File: src/rtl/triangle_circumradius_top_assert.svh
// Assertion macros for the triangle circumradius block.
// Used by the top level; expects i_clk and i_rst_n in the including scope.
`ifndef TRIANGLE_CIRCUMRADIUS_TOP_ASSERT_SVH
`define TRIANGLE_CIRCUMRADIUS_TOP_ASSERT_SVH

// Consequent must hold in the same cycle as the antecedent.
`define TRC_ASSERT_SAME(lbl, ante, cons, msg) \
    lbl: assert property (@(posedge i_clk) disable iff (!i_rst_n) \
        (ante) |-> (cons)) else $error(msg);

// Consequent must hold in the cycle after the antecedent.
`define TRC_ASSERT_NEXT(lbl, ante, cons, msg) \
    lbl: assert property (@(posedge i_clk) disable iff (!i_rst_n) \
        (ante) |=> (cons)) else $error(msg);

`endif

File: src/rtl/trc_pkg.sv
// Shared types and constants for the triangle circumradius block.
// No dependencies; imported by the controller, datapath and top level.
`default_nettype none

package trc_pkg;

    localparam int SIDE_W           = 12;
    localparam int RADIUS_W         = 40;
    localparam int RADIUS_FRAC_BITS = 16;
    localparam int ROOT_CAP_LOG     = 28;
    localparam int ITER_W           = 7;
    localparam int STOP_W           = 21;
    localparam int CFG_IDX_W        = 1;
    localparam int CFG_DATA_W       = 21;

    localparam logic [CFG_IDX_W-1:0] REG_ITER_LIMIT = 1'b0;
    localparam logic [CFG_IDX_W-1:0] REG_STOP_WIDTH = 1'b1;

    localparam logic [ITER_W-1:0] ITER_LIMIT_RESET = 7'd40;
    localparam logic [STOP_W-1:0] STOP_WIDTH_RESET = 21'd1;

    localparam logic [RADIUS_W-1:0] RADIUS_MAX = '1;

    typedef logic [1:0] t_status;

    localparam t_status ST_OK      = 2'd0;
    localparam t_status ST_DEGEN   = 2'd1;
    localparam t_status ST_NOT_TRI = 2'd2;
    localparam t_status ST_SAT     = 2'd3;

    typedef struct packed {
        logic [SIDE_W-1:0] side_one;
        logic [SIDE_W-1:0] side_two;
        logic [SIDE_W-1:0] side_three;
    } t_trc_in;

    typedef struct packed {
        logic [RADIUS_W-1:0] radius;
        t_status             status;
    } t_trc_out;

    // Controller to datapath
    typedef struct packed {
        logic    load_in;
        logic    calc_terms;
        logic    calc_prod;
        logic    calc_p;
        logic    init_bisect;
        logic    calc_mid;
        logic    calc_sq;
        logic    update;
        logic    init_div;
        logic    div_step;
        logic    write_out;
        t_status out_code;
    } t_trc_cmd;

    // Datapath to controller
    typedef struct packed {
        logic p_neg;
        logic p_zero;
        logic stop;
        logic hit;
        logic root_zero;
        logic div_last;
    } t_trc_sts;

endpackage

`default_nettype wire

File: src/rtl/trc_ctrl.sv
// Sequencer for the triangle circumradius block: input/output handshake
// and step order. Depends on trc_pkg.
`default_nettype none

module trc_ctrl (
    input  logic              i_clk,
    input  logic              i_rst_n,
    input  logic              i_in_valid,
    output logic              o_in_ready,
    output logic              o_out_valid,
    input  logic              i_out_ready,
    output trc_pkg::t_trc_cmd o_cmd,
    input  trc_pkg::t_trc_sts i_sts
);
    import trc_pkg::*;

    typedef enum logic [10:0] {
        S_IDLE  = 11'b000_0000_0001,
        S_TERMS = 11'b000_0000_0010,
        S_PROD  = 11'b000_0000_0100,
        S_PMUL  = 11'b000_0000_1000,
        S_CHECK = 11'b000_0001_0000,
        S_MID   = 11'b000_0010_0000,
        S_MUL   = 11'b000_0100_0000,
        S_CMP   = 11'b000_1000_0000,
        S_ROOT  = 11'b001_0000_0000,
        S_DIV   = 11'b010_0000_0000,
        S_FIN   = 11'b100_0000_0000
    } t_state;

    t_state   r_state, n_state;
    logic     r_out_valid, n_out_valid;
    t_status  r_code, n_code;
    t_trc_cmd cmd;
    logic     out_free;

    assign out_free = !r_out_valid || i_out_ready;

    always_comb begin
        n_state = r_state;
        n_code  = r_code;
        cmd     = '0;
        case (r_state)
            S_IDLE: begin
                if (i_in_valid) begin
                    cmd.load_in = 1'b1;
                    n_state     = S_TERMS;
                end
            end
            S_TERMS: begin
                cmd.calc_terms = 1'b1;
                n_state        = S_PROD;
            end
            S_PROD: begin
                cmd.calc_prod = 1'b1;
                n_state       = S_PMUL;
            end
            S_PMUL: begin
                cmd.calc_p = 1'b1;
                n_state    = S_CHECK;
            end
            S_CHECK: begin
                if (i_sts.p_neg) begin
                    n_code  = ST_NOT_TRI;
                    n_state = S_FIN;
                end else if (i_sts.p_zero) begin
                    n_code  = ST_DEGEN;
                    n_state = S_FIN;
                end else begin
                    cmd.init_bisect = 1'b1;
                    n_state         = S_MID;
                end
            end
            S_MID: begin
                // mid is latched either way; on stop it is the root
                cmd.calc_mid = 1'b1;
                n_state      = i_sts.stop ? S_ROOT : S_MUL;
            end
            S_MUL: begin
                cmd.calc_sq = 1'b1;
                n_state     = S_CMP;
            end
            S_CMP: begin
                cmd.update = 1'b1;
                n_state    = i_sts.hit ? S_ROOT : S_MID;
            end
            S_ROOT: begin
                if (i_sts.root_zero) begin
                    n_code  = ST_SAT;
                    n_state = S_FIN;
                end else begin
                    cmd.init_div = 1'b1;
                    n_code       = ST_OK;
                    n_state      = S_DIV;
                end
            end
            S_DIV: begin
                cmd.div_step = 1'b1;
                if (i_sts.div_last) begin
                    n_state = S_FIN;
                end
            end
            S_FIN: begin
                // hold until the output register is free
                cmd.out_code = r_code;
                if (out_free) begin
                    cmd.write_out = 1'b1;
                    n_state       = S_IDLE;
                end
            end
            default: begin
                n_state = S_IDLE;
            end
        endcase
    end

    always_comb begin
        if (cmd.write_out) begin
            n_out_valid = 1'b1;
        end else if (i_out_ready) begin
            n_out_valid = 1'b0;
        end else begin
            n_out_valid = r_out_valid;
        end
    end

    always_ff @(posedge i_clk) begin
        if (!i_rst_n) begin
            r_state     <= S_IDLE;
            r_out_valid <= 1'b0;
            r_code      <= ST_OK;
        end else begin
            r_state     <= n_state;
            r_out_valid <= n_out_valid;
            r_code      <= n_code;
        end
    end

    assign o_in_ready  = (r_state == S_IDLE);
    assign o_out_valid = r_out_valid;
    assign o_cmd       = cmd;

endmodule

`default_nettype wire

File: config.mk
export PLATFORM = sky130hd
export DESIGN_NAME = trc_ctrl
export DESIGN_NICKNAME = d
export VERILOG_FILES = /design/src/rtl/triangle_circumradius_top_assert.svh /design/src/rtl/trc_pkg.sv /design/src/rtl/trc_ctrl.sv
export SDC_FILE = /design/constraint.sdc
export NUM_CORES = 1
export LEC_CHECK = 0
export BUFFER_PORTS_ARGS = -buffer_cell sky130_fd_sc_hd__buf_2
export CAP_MARGIN = 0
export CORE_MARGIN = 2
export CORE_UTILIZATION = 35
export DETAILED_ROUTE_END_ITERATION = 6
export GPL_ROUTABILITY_DRIVEN = 0
export PLACE_DENSITY_LB_ADDON = 0.12
export SLEW_MARGIN = 10
export SYNTH_ARGS = -nofsm -noshare
export SYNTH_HDL_FRONTEND = slang
export SYNTH_SLANG_ARGS = --single-unit
File: constraint.sdc
create_clock -name i_clk -period 2.3 [get_ports i_clk]
set_input_delay 0.115 -clock i_clk [delete_from_list [all_inputs] [get_ports i_clk]]
set_output_delay 0.115 -clock i_clk [all_outputs]
set_load 0.01 [all_outputs]
==> results.sh <==
export IMPL_synth_cells=118
export IMPL_hpwl_mm=1.82
export IMPL_cts_buffers=3
export IMPL_status="complete, no violations"
export IMPL_drc_errors=0
export IMPL_finalSetupViolCount=0
export IMPL_whs_endpoint="r_state[0]"
export IMPL_io_pins=25
export IMPL_cts_path_max_buffers=2
export IMPL_cellLeakagePower_nw=0.495
export IMPL_reg2reg_to="r_code[0]"
export IMPL_io_buffers=24
export IMPL_ys_async_sr_fraction_pct=0
export IMPL_rows=18
export IMPL_die_area_um2=3010
export IMPL_numPlacedInstances=169
export IMPL_tns_ns=0
export IMPL_clk_latency_ns=0.28
export IMPL_drtPass1Iterations=4
export IMPL_startpoint="r_state[1]"
export IMPL_yosys_area_top_type_share_pct=31.0
export IMPL_ys_seq_area_share_pct=31.0
export IMPL_start_kind="flip-flop"
export IMPL_ys_types=40
export IMPL_synth_warnings=0
export IMPL_grt_start_max_net_pins=15
export IMPL_cp_data_arrival_time_ns=2.04
export IMPL_first_iter_violations=25
export IMPL_routed_wl_mm=2.38
export IMPL_drive_gt1_share_pct=24.5
export IMPL_holdPathStages=2
export IMPL_criticalPathCategory="reg -> out"
export IMPL_rsz0062_at_grt="false"
export IMPL_rrSetupSlack_ns=0.40
export IMPL_rr_worst_depth=4
export IMPL_worst_ep_required_time_ns=2.18
export IMPL_fin_cells=173
export IMPL_clk_pin_slew_ns=0.08
export IMPL_synth_top_area_cell="dfxtp_1"
export IMPL_ir_worst_vdd_mv=0.285
export IMPL_hold_path_class="in -> reg"
export IMPL_dieHeight_um=54.8
export IMPL_period_share_pct=93.6
export IMPL_maxCapViolCount=0
export IMPL_crit_fanout=8
export IMPL_hold_start="i_rst_n"
export IMPL_min_period_ns=2.15
export IMPL_insertedDiodeCount=0
export IMPL_synth_main_ff_cell="dfxtp_1"
export IMPL_grtUsageTotal_pct=17.4
export IMPL_root_buffer="clkbuf_4"
export IMPL_dr_total_vias=971
export IMPL_syn_nets=128
export IMPL_grt_pass1_vias=819
export IMPL_final_net_count=155
export IMPL_setup_worst_path_end_class="primary output"
export IMPL_clock_skew_ns=0.00656
export IMPL_synth_area_um2=905
export IMPL_grt_pass1_wl_mm=3.65
export IMPL_grt_ovfl_total=0
export IMPL_wire_per_inst_um=13.7
export IMPL_cts_tree="done"
export IMPL_synth_area_top_cells="dfxtp_1 (31%), nor4_1 (5.5%), nor2_1 (4.6%)"
export IMPL_finalMaxSlewViolations=0
export IMPL_antenna_found_initial=0
export IMPL_cellPowerDensity_nw_per_um2=433
export IMPL_slew_headroom_pct=69.8
export IMPL_fmax_mhz=464
export IMPL_n_fill_cell=270
export IMPL_fp_coreArea_um2=2450
export IMPL_cts_sinks=14
export IMPL_hold_viol_final=0
export IMPL_r2r_start="r_state[1]"
export IMPL_avgSynthCellArea_um2=7.67
export IMPL_die_x_um=54.8
export IMPL_yosys_register_bits=14
export IMPL_areaGrowthSynthToFinish_pct=21.0
export IMPL_drt_antenna_violating_nets=0
export IMPL_synth_edf_count=0
export IMPL_cts_htree_levels=1
export IMPL_start_util_pct=36.9
export IMPL_viasPerCell=5.61
export IMPL_worst_pin_slew_ns=0.450
==> cell type report <==
type	count	area, um^2	share of cell area [%]
sequential	14	280	25.6
multi-input combinational	89	568	51.9
clock buffer	3	22.5	2.06
tap	30	37.5	3.43
inverter	9	33.8	3.09
timing repair buffer	28	153	13.9
==> placed cells by master (no fill, tap or decap), drive strengths merged, types with 3 or more instances in the layout <==
cell type / n
nor2b: 4
nor3b: 5
and3: 4
dfxtp: 14
nor4: 8
nand2: 5
nor4b: 3
nor2: 11
a22oi: 3
or3: 3
nor3: 8
clkbuf: 3
buf: 27
nand2b: 3
inv: 9
nand3: 4
==> cells in the mapped netlist (all sizes together) (2+ instances only) <==
cell type / number
dfxtp: 14
nor2: 11
inv: 9
nor3: 8
nor4: 8
nand2: 5
nor3b: 5
and3: 4
clkbuf: 4
nand3: 4
nor2b: 4
a22oi: 3
nand2b: 3
nor4b: 3
or3: 3
a211oi: 2
a21oi: 2
and2: 2
buf: 2
o21a: 2
o22ai: 2
or2: 2
or4: 2
xor2: 2
==> through the flow <==
step	hold WS, ns	setup slack, ns	area (um^2)	utilization (%)	total power [mW]
2_1_floorplan	0.191	0.389	905	-	0.309
3_3_place_gp	0.298	0.431	1060	43.1	0.339
3_5_place_dp	0.296	0.409	1060	43.1	0.340
4_1_cts	0.102	0.0851	1090	44.4	0.481
5_1_grt	0.0988	0.0525	1090	44.6	0.506
6_report	0.110	0.146	1090	44.6	0.474
==> routing by layer <==
metal	vias to the layer above	track usage, %	part of all wire [%]
met1	452	22.6	45
li1	490	-	-
met5	-	0	0
met4	0	7.50	0.63
met2	27	27.8	50
met3	2	3.28	4.2
==> worst max-delay path by stage <==
stage / end / depth (start not counted) / slack, ns
final: o_cmd[4] / 4 / 0.15
after global routing: o_cmd[0] / 6 / 0.05
after CTS: o_cmd[4] / 4 / 0.09
after detailed placement: o_cmd[4] / 4 / 0.41
after global placement: o_cmd[4] / 4 / 0.43
after floorplan: r_state[9] / 5 / 0.39
==> timing repair <==
item / in CTS / in global routing
hold buffers: 1 / 0
buffers inserted: 0 / 0
endpoints found under the setup margin: 0 / 1
hold endpoints to repair: 1 / 0
gates resized for setup: 0 / 1
==> cells by family (layout without fill, tap and decap cells) <==
logic type / Yosys count / count (layout) / share of synthesized area, %
AND/OR/NAND/NOR: 68 / 68 / 44.8
flip-flops: 14 / 14 / 31.0
XOR/XNOR: 2 / 2 / 1.94
buffers and inverters: 15 / 40 / 6.78
AO/OA/AOI/OAI: 18 / 18 / 14.4
multiplexers: 1 / 1 / 1.11
==> state kept, by name, indices dropped and copies added, names as in the netlist <==
register,cells
r_state,11
o_out_valid,1
r_code,2
==> critical path, stage by stage, from the launching register on <==
cell     delay, ns
dfxtp_1       0.38
or4_4         0.60
or3_4         0.37
nor3_2        0.24
buf_2         0.18
==> power breakdown <==
group | internal (mW) | leakage (nW) | total, mW | switching [mW]
sequential | 0.246 | 0.113 | 0.254 | 0.00779
clock | 0.0607 | 0.0138 | 0.137 | 0.0766
combinational | 0.0364 | 0.368 | 0.0829 | 0.0465
total | 0.343 | 0.495 | 0.474 | 0.131
No activity file was read; power rests on OpenSTA's default activity.
